### src/rtl/wnf_pkg.sv
package wnf_pkg;

	localparam int DEF_MAX_HALF_LENGTH = 512;
	localparam int DEF_SAMPLE_BITS     = 16;

	localparam int BIN_W       = 10;
	localparam int CFG_W       = 32;
	localparam int CFG_IDX_W   = 3;
	localparam int QUEUE_DEPTH = 4;

	// gain is Q0.16 plus one bit so that 1.0 is exact
	localparam int GAIN_W = 17;
	// psds*256 + beta*psdn
	localparam int DEN_W  = 49;
	// psds << 24
	localparam int REM_W  = 56;
	// divisor shifted by the top quotient bit
	localparam int SH_W   = DEN_W + GAIN_W - 1;

	localparam logic [15:0]      RST_SMOOTHING    = 16'd58982;
	localparam logic [15:0]      RST_NOISE_WEIGHT = 16'd256;
	localparam logic [31:0]      RST_NOISE_FLOOR  = 32'd0;
	localparam logic             RST_NOISE_UPDATE = 1'b1;
	localparam logic [BIN_W-1:0] RST_HALF_LENGTH  = 10'd256;

	typedef enum logic [CFG_IDX_W-1:0] {
		REG_SMOOTHING,
		REG_NOISE_WEIGHT,
		REG_NOISE_FLOOR,
		REG_NOISE_UPDATE,
		REG_HALF_LENGTH
	} wnf_reg_idx_t;

	typedef struct packed {
		logic [15:0]      smoothing;
		logic [15:0]      noise_weight;
		logic [31:0]      noise_floor;
		logic             noise_update;
		logic [BIN_W-1:0] half_length;
	} wnf_cfg_t;

	// per-item control decided by the front
	typedef struct packed {
		logic [BIN_W-1:0] bin;
		logic             act;
		logic             last;
		logic [15:0]      alpha;
	} wnf_ctrl_t;

	localparam int CTRL_W = $bits(wnf_ctrl_t);

endpackage

### src/rtl/wnf_front.sv
module wnf_front #(
	parameter int MAX_HALF_LENGTH = wnf_pkg::DEF_MAX_HALF_LENGTH,
	parameter int SAMPLE_BITS     = wnf_pkg::DEF_SAMPLE_BITS
) (
	input  logic                            clk,
	input  logic                            arst_n,
	input  wnf_pkg::wnf_cfg_t               cfg,
	input  logic                            init_done,
	input  logic                            s_tvalid,
	output logic                            s_tready,
	input  logic [wnf_pkg::BIN_W-1:0]       bin_index,
	input  logic signed [SAMPLE_BITS-1:0]   target_re,
	input  logic signed [SAMPLE_BITS-1:0]   target_im,
	input  logic signed [SAMPLE_BITS-1:0]   noise_re,
	input  logic signed [SAMPLE_BITS-1:0]   noise_im,
	output logic                            push,
	output logic [wnf_pkg::CTRL_W+64+2*SAMPLE_BITS-1:0] push_data,
	input  logic                            full
);

	localparam int SB = SAMPLE_BITS;

	logic signed [2*SB-1:0] t_rr, t_ii, n_rr, n_ii;
	logic [2*SB:0]          t_sum, n_sum;
	logic [31:0]            t_pwr, n_raw, n_pwr;
	wnf_pkg::wnf_ctrl_t     ctrl;
	logic                   pff_q;

	assign s_tready = init_done && !full;
	assign push     = s_tvalid && s_tready;

	// instantaneous powers, saturated to 32 bits
	assign t_rr  = target_re * target_re;
	assign t_ii  = target_im * target_im;
	assign n_rr  = noise_re * noise_re;
	assign n_ii  = noise_im * noise_im;
	assign t_sum = {1'b0, t_rr} + {1'b0, t_ii};
	assign n_sum = {1'b0, n_rr} + {1'b0, n_ii};
	assign t_pwr = (65'(t_sum) > 65'h0_FFFF_FFFF) ? 32'hFFFF_FFFF : 32'(t_sum);
	assign n_raw = (65'(n_sum) > 65'h0_FFFF_FFFF) ? 32'hFFFF_FFFF : 32'(n_sum);
	assign n_pwr = (cfg.noise_update && (n_raw < cfg.noise_floor)) ? cfg.noise_floor : n_raw;

	always_comb begin
		ctrl.bin   = bin_index;
		ctrl.act   = (bin_index != '0) && (bin_index <= cfg.half_length)
		             && (32'(bin_index) <= 32'(MAX_HALF_LENGTH));
		ctrl.last  = (bin_index == cfg.half_length);
		// no smoothing until a frame has ended
		ctrl.alpha = pff_q ? cfg.smoothing : '0;
	end

	assign push_data = {ctrl, t_pwr, n_pwr, target_re, target_im};

	always_ff @(posedge clk or negedge arst_n) begin
		if (!arst_n) begin
			pff_q <= 1'b0;
		end else if (push && ctrl.last) begin
			pff_q <= 1'b1;
		end
	end

endmodule

### config.mk
export PLATFORM = sky130hd
export DESIGN_NAME = wnf_front
export DESIGN_NICKNAME = d
export VERILOG_FILES = /design/src/rtl/wnf_pkg.sv /design/src/rtl/wnf_front.sv
export SDC_FILE = /design/constraint.sdc
export NUM_CORES = 2
export LEC_CHECK = 0
export ABC_AREA = 1
export ABC_CLOCK_PERIOD_IN_PS = 9800
export BUFFER_PORTS_ARGS = -buffer_cell sky130_fd_sc_hd__buf_2
export CORE_ASPECT_RATIO = 1.25
export CORE_MARGIN = 2
export CORE_UTILIZATION = 40
export CTS_BUF_LIST = sky130_fd_sc_hd__clkbuf_16
export DETAILED_ROUTE_END_ITERATION = 8
export PLACE_DENSITY_LB_ADDON = 0.25
export SLEW_MARGIN = 25
export SYNTH_ARGS = -nofsm -noshare
export SYNTH_HDL_FRONTEND = slang
export SYNTH_SLANG_ARGS = --single-unit
### constraint.sdc
create_clock -name clk -period 9.8 [get_ports clk]
set_clock_uncertainty 0.05 [all_clocks]
set_input_delay 0.98 -clock clk [delete_from_list [all_inputs] [get_ports clk]]
set_output_delay 0.98 -clock clk [all_outputs]
set_load 0.03 [all_outputs]
==> run summary <==
Final #Nets: 7,375
Filler instances: 9,978
Post-Syn Area: 0.0415 mm²
Setup violators final: 32
Setup Slack @ Placement: -0.983 ns
Routed length per instance: 15.3 µm
Most frequent cell after synthesis: inv_1
Finished Cell Area: 0.0505 mm²
Final hold violation count: 0
First-pass GRT wire length: 183,000 µm
Synth async-reset ratio: 100%
Number of flip-flops in the largest register: 1
# DRC: 0
Core area: 0.103 mm²
Max-cap violations: 0
HPWL Detailed: 98,800 µm
Hold WS: 0.706 ns
Post-synth top cells: inv_1, fa_1, nand2_1, ha_1, a21oi_1
Worst-path fanout max: 8
Required time worst endpoint: 8.77 ns
Reg area: 25.0 µm²
Vias per cell: 4.64
Die ar.: 0.106 mm²
Crit path DAT: 9.23 ns
Top cells by area, synth: fa_1, inv_1, ha_1
CP most frequent cell: nand2_1
Largest register by flop count: pff_q
Min Tclk post-route: 10.26 ns
Global route total overflow: 0
Met2 Use GR: 40.0%
Fraction of layout cells with a size suffix above 1: 21.5%
GP Congestion: 0.899
Startpoint Class: input port
Number of port buffers: 263
Met1 Usage GRT: 26.2%
Failing checks: setup timing
Levels on crit path: 47
Synth top area share: 46.2%
Achievable Freq: 0.0974 GHz
Critical R2R Launch: pff_q
Reg2reg end: pff_q
RSZ-0062 raised after global routing: yes
Crit path capture type: primary output
Dominant cell type by area after synthesis: fa_1
Number of global-route vias before repair: 36,500
Largest net degree at the start of global routing: 19
Critical Path Source: noise_re[9]
Register clock-pin slew on the reported worst setup and hold paths: 0 ns
FF-to-FF path depth: 1
Rows: 132
Chip height: 364 µm
Final wirelength: 110,000 µm
Initial Util: 40.2%
#FFs+latches synth: 1
Avg Cell Area, Syn: 8.04 µm²
Placed cell count: 7,109
Post-synth cell types: 51
I/O pins: 280
Tcrit/Tclk final: 105%
GRT Max-Usage Layer: met2
Synth Flop Type: dfrtp_1
Initial antenna violation count: 10
Via count: 33,300
Layout Area Growth over Synthesis: 21.6%
R2r setup slk: 8.82 ns
GR Util met3: 1.86%
PnR worst setup slack: -0.463 ns
Worst hold path class: input port to asynchronous set/reset pin
Slew HR: 45.0%
Multi-input gate area: 0.0361 mm²
Register area share after synthesis: 0.0603%
Status: finished, violations left
Ys Warns: 0
Syn_nets: 6,717
Clock latency on the worst-skew pair: 0 ns
Worst path bufs/invs: 12
Drt initial violations: 1,154
Critical Path End: push_data[62]
CP top delay family: adder cells
Placed Area: 0.0482 mm²
Drt pass-1 iters: 5
Top Registers: pff_q (1)
Die X: 292 µm
Max Slew Vio Count: 0
All-Layer GR Usage: 21.3%
Critical path's slowest cell: fa_2
Worst-Margin Slew: 0.825 ns
Crit path kind: input port to primary output
EDFF count, synth: 0
Post-route ant nets: 0
Cells after Synth: 5,163
Non-Filler Instances: 7,166
Post-CTS Hold Buffers: 0
Largest stage delay on the critical path: 0.54 ns
[cells by family after synthesis]
kind of cell / synth area share [%]
DFF: 0.0603
buffers and inverters: 17.4
xor gates and xnor gates: 4.58
AOI/OAI and AO/OA: 6.10
and+or+nand+nor: 12.3
adders and majority gates: 59.5
[per-layer routing]
metal / vias up / part of all wire [%]
met5: - / 0.022
met4: 4 / 2.5
met1: 16400 / 41
li1: 16200 / -
met3: 144 / 3.9
met2: 563 / 53
[stage by stage]
stage          util, %  setup TNS (ns)
2_1_floorplan        -           -5.65
3_3_place_gp      46.7          -27.73
3_5_place_dp      46.7          -30.85
4_1_cts           47.9          -12.89
5_1_grt           48.9          -27.76
6_report          48.9          -13.85
[cells in the final DEF, fill, tap and decap left out, drive strengths merged, types with 3 or more instances in the layout]
cell       n
a211oi    12
a21boi     5
a21o      18
a21oi    206
a221oi     8
a31o       6
a31oi     17
buf      818
clkbuf    13
diode      7
fa       957
ha       443
inv     1682
nand2    945
nand3     78
nand4     16
nor2     148
nor3      33
nor4      13
o211ai     9
o21a      12
o21ai    107
o21bai    20
o221ai     3
or2       18
xnor2    108
xor2     109
[layout make-up]
class                           count  area share [%]
Multi-Input combinational cell   3302            71.6
Inverter                         1684            12.5
Timing Repair Buffer              832            12.5
Tap cell                         1340            3.32
Sequential cell                     1          0.0496
Antenna cell                        7          0.0347
[worst min-delay path by stage]
stage,from,endpoint,slack (ns)
2_1_floorplan,pff_q,pff_q,0.62
3_3_place_gp,arst_n,pff_q,0.71
3_5_place_dp,arst_n,pff_q,0.71
4_1_cts,arst_n,pff_q,0.71
5_1_grt,arst_n,pff_q,0.71
6_report,arst_n,pff_q,0.71
[what timing repair did]
item                                    CTS  global route
gates cloned                              7             1
buffers inserted                         26            19
resized for setup                       222           235
pin swaps                                77           116
endpoints found under the setup margin   32            64
Power is left out: the tool's default activity adds up to more than one toggle a clock period on the data nets, which glitch-free logic cannot reach.
