$ cat src/rtl/wnf_pkg.sv
package wnf_pkg;

	localparam int DEF_MAX_HALF_LENGTH = 512;
	localparam int DEF_SAMPLE_BITS     = 16;

	localparam int BIN_W       = 10;
	localparam int CFG_W       = 32;
	localparam int CFG_IDX_W   = 3;
	localparam int QUEUE_DEPTH = 4;

	// gain is Q0.16 plus one bit so that 1.0 is exact
	localparam int GAIN_W = 17;
	// psds*256 + beta*psdn
	localparam int DEN_W  = 49;
	// psds << 24
	localparam int REM_W  = 56;
	// divisor shifted by the top quotient bit
	localparam int SH_W   = DEN_W + GAIN_W - 1;

	localparam logic [15:0]      RST_SMOOTHING    = 16'd58982;
	localparam logic [15:0]      RST_NOISE_WEIGHT = 16'd256;
	localparam logic [31:0]      RST_NOISE_FLOOR  = 32'd0;
	localparam logic             RST_NOISE_UPDATE = 1'b1;
	localparam logic [BIN_W-1:0] RST_HALF_LENGTH  = 10'd256;

	typedef enum logic [CFG_IDX_W-1:0] {
		REG_SMOOTHING,
		REG_NOISE_WEIGHT,
		REG_NOISE_FLOOR,
		REG_NOISE_UPDATE,
		REG_HALF_LENGTH
	} wnf_reg_idx_t;

	typedef struct packed {
		logic [15:0]      smoothing;
		logic [15:0]      noise_weight;
		logic [31:0]      noise_floor;
		logic             noise_update;
		logic [BIN_W-1:0] half_length;
	} wnf_cfg_t;

	// per-item control decided by the front
	typedef struct packed {
		logic [BIN_W-1:0] bin;
		logic             act;
		logic             last;
		logic [15:0]      alpha;
	} wnf_ctrl_t;

	localparam int CTRL_W = $bits(wnf_ctrl_t);

endpackage

$ cat src/rtl/wnf_queue.sv
module wnf_queue #(
	parameter int W     = 8,
	parameter int DEPTH = wnf_pkg::QUEUE_DEPTH
) (
	input  logic         clk,
	input  logic         arst_n,
	input  logic         push,
	input  logic [W-1:0] push_data,
	output logic         full,
	input  logic         pop,
	output logic [W-1:0] head,
	output logic         empty
);

	localparam int PW = (DEPTH > 1) ? $clog2(DEPTH) : 1;
	localparam int CW = $clog2(DEPTH + 1);

	logic [W-1:0]  slot_q [DEPTH];
	logic [PW-1:0] wr_q;
	logic [PW-1:0] rd_q;
	logic [CW-1:0] cnt_q;

	assign full  = (cnt_q == CW'(DEPTH));
	assign empty = (cnt_q == '0);
	assign head  = slot_q[rd_q];

	always_ff @(posedge clk) begin
		if (push) begin
			slot_q[wr_q] <= push_data;
		end
	end

	always_ff @(posedge clk or negedge arst_n) begin
		if (!arst_n) begin
			wr_q  <= '0;
			rd_q  <= '0;
			cnt_q <= '0;
		end else begin
			if (push) begin
				wr_q <= (wr_q == PW'(DEPTH - 1)) ? '0 : wr_q + 1'b1;
			end
			if (pop) begin
				rd_q <= (rd_q == PW'(DEPTH - 1)) ? '0 : rd_q + 1'b1;
			end
			case ({push, pop})
				2'b10:   cnt_q <= cnt_q + 1'b1;
				2'b01:   cnt_q <= cnt_q - 1'b1;
				default: cnt_q <= cnt_q;
			endcase
		end
	end

endmodule

$ cat config.mk
export PLATFORM = sky130hd
export DESIGN_NAME = wnf_queue
export DESIGN_NICKNAME = d
export VERILOG_FILES = /design/src/rtl/wnf_pkg.sv /design/src/rtl/wnf_queue.sv
export SDC_FILE = /design/constraint.sdc
export NUM_CORES = 1
export LEC_CHECK = 0
export ABC_AREA = 1
export BUFFER_PORTS_ARGS = -buffer_cell sky130_fd_sc_hd__buf_2
export CAP_MARGIN = 20
export CORE_MARGIN = 1
export CORE_UTILIZATION = 56
export DETAILED_ROUTE_END_ITERATION = 6
export PLACE_DENSITY = 0.82
export RECOVER_POWER = 50
export SKIP_LAST_GASP = 1
export SYNTH_ARGS = -nofsm -noshare
export SYNTH_HDL_FRONTEND = slang
export SYNTH_SLANG_ARGS = --single-unit
$ cat constraint.sdc
create_clock -name clk -period 1.71 [get_ports clk]
set_input_delay 0.0855 -clock clk [delete_from_list [all_inputs] [get_ports clk]]
set_output_delay 0.0855 -clock clk [all_outputs]
set_load 0.01 [all_outputs]
==> metrics.csv, run 1 <==
metric,value,unit
status,"finished, violations left",
violations,DRC,
rsz0062_at_grt,no,
numCtsBuffers,5,
core,0.002829,mm^2
p_int,1.824,mW
tns,0,ns
syn_avg_cell_area,11.73,um^2
combPwrFrac,0.339,
drt_first_pass_iters,7,
wl_per_cell,13.27,um
port-buffer-count,21,
hold_viol_final,0,
dieArea,0.003284,mm^2
reg2reg_depth,6,
irDropWorstVdd,0.7966,mV
gr-total-overflow,0,
worstMarginPinSlew,0.4062,ns
routed_wl,2799,um
post_cts_buffers,0,
grt_max_degree,34,
fmax,0.6546,GHz
seq_power_share,0.497,
crit_arrival,1.44,ns
pwr-share-clk,0.163,
slew_headroom,0.7292,
die_h,57.31,um
cts.path.max_buffers,2,
synthDistinctLibCells,18,
viasPerCell,5.180,
drc_errors,1,
clock-root-buffer,clkbuf_4,
period_needed,1.528,ns
yosysSeqAreaShare,0.6633,
p_per_area,1443,mW/mm^2
post_route_cells_drive_above_1_share,0.1111,
reg2reg_slack,0.39,ns
yosysWarnings,0,
slew_viol_final,0,
crit_path_max_incr_delay,0.44,ns
drv_cap,0,
synth_area_leader_cell,edfxtp_1,
hold_ws,0.04034,ns
setup_viol,0,
switching_share,0.3555,
regArea,0.001137,mm^2
synth.most_common_cell,nand2_1,
r2r-end,cnt_q[2],
cts.sinks,39,
cts_tree,built,
num_rows,19,
synth-seq-cells,39,
grt_pass1_wl,4899,um
dp_hpwl,1918,um
drt_iter0_markers,65,
worstPathRequired,1.62,ns
cp_common_cell,nand2_1,
gp_congestion,0.7744,
place_area,0.001810,mm^2
track_usage,0.2094,
synth_enable_flop_cells,32,
io_pins,22,
num_vias,1093,
start_util,0.6055,
fin_crit_sh,0.8934,
nets,198,
skew,0.006468,ns
start_kind,register,
min-delay-start,push,
ys_top_cells_by_area,"edfxtp_1 (56%), dfrtp_1 (10%), nand2_1 (7.9%), o211ai_1 (7.0%), inv_1 (6.4%)",
fin_util,0.6931,
yosysTopAreaCellShare,0.5610,
syn_area,0.001713,mm^2
crit_type,register to output port,
insertion_delay,0.33,ns
netlist_instances,146,
path_cells,"inv_4, nand2_1, o211ai_1, nand2_1, buf_2",
cp_slowest_cell,dfrtp_1,
synth.net_count,165,
first_global_vias,1097,
switching_power,1.006,mW
power.leakage,0.8672,nW
syn_to_final_growth,14.46,%
yosys-top-cells-count,"nand2_1 (36), edfxtp_1 (32), inv_1 (29)",
clk_pin_slew,0.10,ns
die_x,57.31,um
ys.flop_type,edfxtp_1,
multi_input_area,414.1,um^2
critical_path.max_fanout,33,
rr_startpoint,cnt_q[0],
hold_path_end,wr_q[0],
synthArstFlopShare,0.1795,
n_antenna_cell,0,
fillCellCount,227,
hp-class,primary input to register,
fin_area,0.001961,mm^2
cts_htree_levels,2,
end_kind,output port,
antenna_found_initial,0,
hold_depth,2,
postRouteAntennaNets,0,
cell type report:
| class | instances | share of cell area |
|---|---|---|
| Clock buffer | 7 | 0.02808 |
| Inverter | 31 | 0.06063 |
| Sequential cell | 39 | 0.5801 |
| Multi-Input combinational cell | 71 | 0.2112 |
| Tap cell | 31 | 0.01978 |
| Timing Repair Buffer | 31 | 0.09828 |
| Clock inverter | 1 | 0.001914 |
layout by cell type (no fill, tap or decap):
| cell | Yosys | layout |
|---|---|---|
| clkbuf_8 | 0 | 1 |
| ha_1 | 6 | 6 |
| nand4_1 | 1 | 1 |
| nor2_1 | 1 | 1 |
| o211ai_1 | 16 | 16 |
| nor3_1 | 2 | 2 |
| nand2_1 | 36 | 36 |
| xnor2_1 | 1 | 1 |
| dfrtp_2 | 0 | 1 |
| nand3_1 | 1 | 1 |
| edfxtp_1 | 32 | 32 |
| buf_2 | 1 | 11 |
| inv_2 | 2 | 1 |
| clkbuf_4 | 0 | 5 |
| inv_4 | 0 | 1 |
| clkinv_1 | 0 | 1 |
| clkbuf_1 | 0 | 11 |
| a21oi_1 | 1 | 1 |
| fa_1 | 1 | 1 |
| inv_1 | 29 | 29 |
| o21ai_0 | 5 | 5 |
| dlygate4sd3_1 | 0 | 10 |
| dfrtp_1 | 7 | 6 |
timing repair:
item	4_1_cts	5_1_grt
hold buffers	10	0
gates resized for setup	0	3
endpoints found under the hold margin	41	0
setup endpoints to repair	0	8
registers in the layout, summed over array words and instances, names as in the netlist:
register	cells
cnt_q	3
rd_q	2
slot_q	32
wr_q	2
metrics by stage:
stage / total power, mW / cells / setup slack [ns]
finish: 2.830 / 211 / 0.1823
global route: 3.069 / 211 / 0.01156
CTS: 2.855 / 211 / 0.03864
detailed placement: 2.380 / 193 / 0.3697
global placement: 2.293 / 193 / 0.4483
floorplan: 2.103 / 146 / 0.4881
worst max path at each step:
stage | start | end | slack, ns | cells after the start
floorplan | cnt_q[0] | cnt_q[2] | 0.49 | 6
global placement | push | cnt_q[2] | 0.45 | 9
detailed placement | wr_q[1] | slot_q[1][2] | 0.37 | 4
CTS | rd_q[0] | head[1] | 0.04 | 5
global route | rd_q[0] | head[1] | 0.01 | 5
finish | rd_q[0] | head[6] | 0.18 | 5
metal layers:
layer | global-route usage | part of all wire
met1 | 0.2520 | 0.44
met2 | 0.3546 | 0.52
met3 | 0.07710 | 0.028
met4 | 0.06272 | 0.014
met5 | 0 | 0
power by group through the flow:
stage	sequential (mW)	combinational [mW]	clock, mW
6_report	1.41	0.960	0.462
5_1_grt	1.44	1.10	0.533
4_1_cts	1.40	0.973	0.478
3_5_place_dp	1.42	0.956	0
3_3_place_gp	1.41	0.886	0
2_1_floorplan	1.36	0.743	0
logic make-up after synthesis:
| family | after synthesis | synth area share |
|---|---|---|
| compound gates | 22 | 0.08765 |
| xor+xnor | 1 | 0.005114 |
| fa+ha+maj | 7 | 0.05551 |
| buf+inv | 36 | 0.09496 |
| flops | 39 | 0.6633 |
| simple gates | 41 | 0.09350 |
worst max-delay path: cells and delay by family, from the launching register on:
family	cells	cell delay, ns
DFF	1	0.44
buffers and inverters	2	0.38
and+or+nand+nor	2	0.17
AOI/OAI and AO/OA	1	0.10
Power figures use the tool's default switching activity.
==> run 2: changes to the inputs <==
Settings changed: ABC_AREA 1 to not set, CORE_UTILIZATION 56 to 50, PLACE_DENSITY 0.82 to 0.78.
Clock period 1.71 ns to 1.3 ns, I/O delays scaled along.
==> run 2 against run 1 <==
Effect of this change:
- the run ends with setup timing left
- combinational power rose by 81%
- via count decreased by 21%
- clock power grew 23%
- die area grew 2.7%
- register-to-register slack worse by 0.39 ns
- first-iteration DRC count is 71% lower
- design area up 4.9%
- largest power group unchanged
- non-clock buffer count up 15
==> metrics.csv, run 2 <==
metric,value,unit,change
status,"finished, violations left",,unchanged
violations,setup timing,,was DRC
die_x,58.09,um,was 57.31 um
cts_htree_levels,2,,unchanged
drc_errors,0,,was 1
num_rows,19,,unchanged
worstMarginPinSlew,0.4379,ns,was 0.4062 ns
routed_wl,2750,um,was 2799 um
synth_top_family_by_area,multiplexers,,was buffers and inverters
largest_register,slot_q,,unchanged
cp_slowest_cell,mux4_2,,was dfrtp_1
start_kind,register,,unchanged
worstPathRequired,1.24,ns,was 1.62 ns
numCtsBuffers,5,,unchanged
hold_viol_final,0,,unchanged
fin_crit_sh,1.254,,
cts_tree,built,,unchanged
fmax,0.6135,GHz,
postRouteAntennaNets,0,,unchanged
drt_first_pass_iters,4,,was 7
skew,0.01769,ns,was 0.006468 ns
synth_compound_area_frac,0.006364,,was 0.08766
dieArea,0.003374,mm^2,was 0.003284 mm^2
synth_area_leader_cell,edfxtp_1,,unchanged
slew_viol_final,0,,unchanged
cts.sinks,39,,unchanged
wl_per_cell,15.80,um,was 13.27 um
netlist_instances,80,,was 146
drv_cap,0,,unchanged
hold_ws,0.04442,ns,was 0.04034 ns
path_cells,"buf_6, mux4_2, buf_6",,"was inv_4, nand2_1, o211ai_1, nand2_1, buf_2"
period_needed,1.630,ns,
port-buffer-count,21,,unchanged
cp_common_cell,buf_6,,was nand2_1
nets,150,,was 198
yosysWarnings,0,,unchanged
ys.flop_type,edfxtp_1,,unchanged
synthMuxAreaShare,0.1352,,was 0
drt_iter0_markers,19,,was 65
synthDistinctLibCells,19,,was 18
core,0.002877,mm^2,was 0.002829 mm^2
start_util,0.5468,,was 0.6055
power.leakage,0.7970,nW,was 0.8672 nW
syn_area,0.001573,mm^2,was 0.001713 mm^2
track_usage,0.1812,,was 0.2094
irDropWorstVdd,0.9908,mV,was 0.7966 mV
synth_enable_flop_cells,32,,unchanged
synth.most_common_cell,edfxtp_1,,was nand2_1
crit_path_max_incr_delay,0.51,ns,was 0.44 ns
pre_cts_ws,-0.009305,ns,was 0.3697 ns
yosys.area_share.simple,0.03421,,was 0.09350
end_kind,output port,,unchanged
ys_top_cells_by_area,"edfxtp_1 (61%), mux4_2 (11%), dfrtp_1 (11%), ha_1 (4.8%), and2_1 (1.6%)",,"was edfxtp_1 (56%), dfrtp_1 (10%), nand2_1 (7.9%), o211ai_1 (7.0%), inv_1 (6.4%)"
p_per_area,1994,mW/mm^2,was 1443 mW/mm^2
syn_avg_cell_area,19.66,um^2,was 11.73 um^2
first_global_vias,912,,was 1097
rsz0062_at_grt,yes,,was no
n_antenna_cell,0,,unchanged
critical_path.max_fanout,4,,was 33
viasPerCell,4.954,,was 5.180
layout_common_cells,"edfxtp_1 (32), clkbuf_1 (11), buf_4 (11)",,"was nand2_1 (36), edfxtp_1 (32), inv_1 (29)"
io_pins,22,,unchanged
insertion_delay,0.33,ns,about the same
synth-seq-cells,39,,unchanged
gp_congestion,0.7766,,was 0.7744
setup_viol,9,,was 0
post_route_cells_drive_above_1_share,0.3939,,was 0.1111
synthAdderAreaFrac,0.06046,,was 0.05551
synthArstFlopShare,0.1795,,unchanged
largest_reg_flops,32,,unchanged
dp_hpwl,1850,um,was 1918 um
cts.path.max_buffers,2,,unchanged
synth_xor_area_frac,0.01671,,was 0.005113
die_h,58.09,um,was 57.31 um
fillCellCount,190,,was 227
fin_ws,-0.3300,ns,was 0.1823 ns
gr-total-overflow,0,,unchanged
hp-class,primary input to register,,unchanged
syn_to_final_growth,30.79,%,was 14.46%
yosysTopAreaCellShare,0.6110,,was 0.5610
yosys-top-cells-count,"edfxtp_1 (32), mux4_2 (8), dfrtp_1 (7)",,"was nand2_1 (36), edfxtp_1 (32), inv_1 (29)"
grt_pass1_wl,4188,um,was 4899 um
antenna_found_initial,0,,unchanged
clock-root-buffer,clkbuf_4,,unchanged
crit_type,register to output port,,unchanged
clk_pin_slew,0.11,ns,was 0.10 ns
slew_headroom,0.7081,,was 0.7292
layout_commonest_cell,edfxtp_1,,was nand2_1
largestRegisters,"slot_q x32, cnt_q x3",,unchanged
num_vias,862,,was 1093
crit_arrival,1.57,ns,was 1.44 ns
yosysSeqAreaShare,0.7224,,was 0.6633
synth.net_count,99,,was 165
grt_max_degree,12,,was 34
-- run 2: changes by cell type in the layout (fill, tap and decap cells not counted), moves of 8 or more --
cell / previous run / this run
buf_4: 0 / 11
buf_6: 0 / 8
inv_1: 29 / 2
mux4_2: 0 / 8
nand2_1: 36 / 1
o211ai_1: 16 / 0
-- run 2: through the flow --
step                        util  instances  setup TNS, ns  area, um^2  power, mW
after floorplan                -         80              0        1575      2.630
after global placement    0.6420        155              0        1847      3.181
after detailed placement  0.6420        155      -0.009305        1847      3.253
after CTS                 0.6968        173         -2.633        2004      3.904
after global routing      0.7151        174         -3.066        2057      4.360
final                     0.7151        174         -2.535        2057      4.101
-- run 2: logic make-up after synthesis --
group,after synthesis
and+or+nand+nor,10
muxes,11
xor gates and xnor gates,3
DFF,39
adders and majority gates,7
buffers and inverters,8
AOI/OAI and AO/OA,2
-- run 2: report_power, final --
part           internal [mW]  total, mW  switching (mW)
sequential              1.64       1.79           0.152
combinational           1.02       1.74           0.716
clock                  0.211      0.570           0.359
total                   2.87       4.10            1.23
-- run 2: area by class of cell --
type	instances	area, um^2	area share
sequential	39	1136	0.5523
timing repair buffer	46	371.6	0.1807
multi-input combinational	33	424.2	0.2062
clock buffer	7	45.04	0.02190
clock inverter	1	5.005	0.002433
tap	42	52.55	0.02555
inverter	6	22.52	0.01095
-- run 2: critical path: cells and delay by family (launching register included) --
kind	cells	cell delay, ns
muxes	1	0.51
DFF	1	0.43
buffers and inverters	2	0.29
-- run 2: worst paths after layout --
kind	from	depth (start not counted)	to	slack [ns]
setup / recovery	rd_q[0]	3	head[2]	-0.33
hold / removal	push	3	wr_q[0]	0.04
setup reg to reg	rd_q[0]	4	rd_q[1]	0
hold reg to reg	cnt_q[2]	1	cnt_q[2]	0.52
max in group asynchronous	arst_n	2	rd_q[0]	0.81
min in group asynchronous	arst_n	2	cnt_q[1]	0.19
-- run 2: what timing repair did --
item	in CTS	in global routing
endpoints found under the setup margin	8	30
resized for setup	2	13
pin swaps	0	3
hold buffers	9	0
hold endpoints to repair	39	0
buffers inserted	1	1
-- run 2: metal layers --
layer / share of wire / up-vias / global-route usage
li1: - / 405 / -
met1: 0.39 / 427 / 0.2034
met2: 0.54 / 24 / 0.3005
met3: 0.044 / 6 / 0.06027
met4: 0.025 / 0 / 0.1088
met5: 0 / - / 0
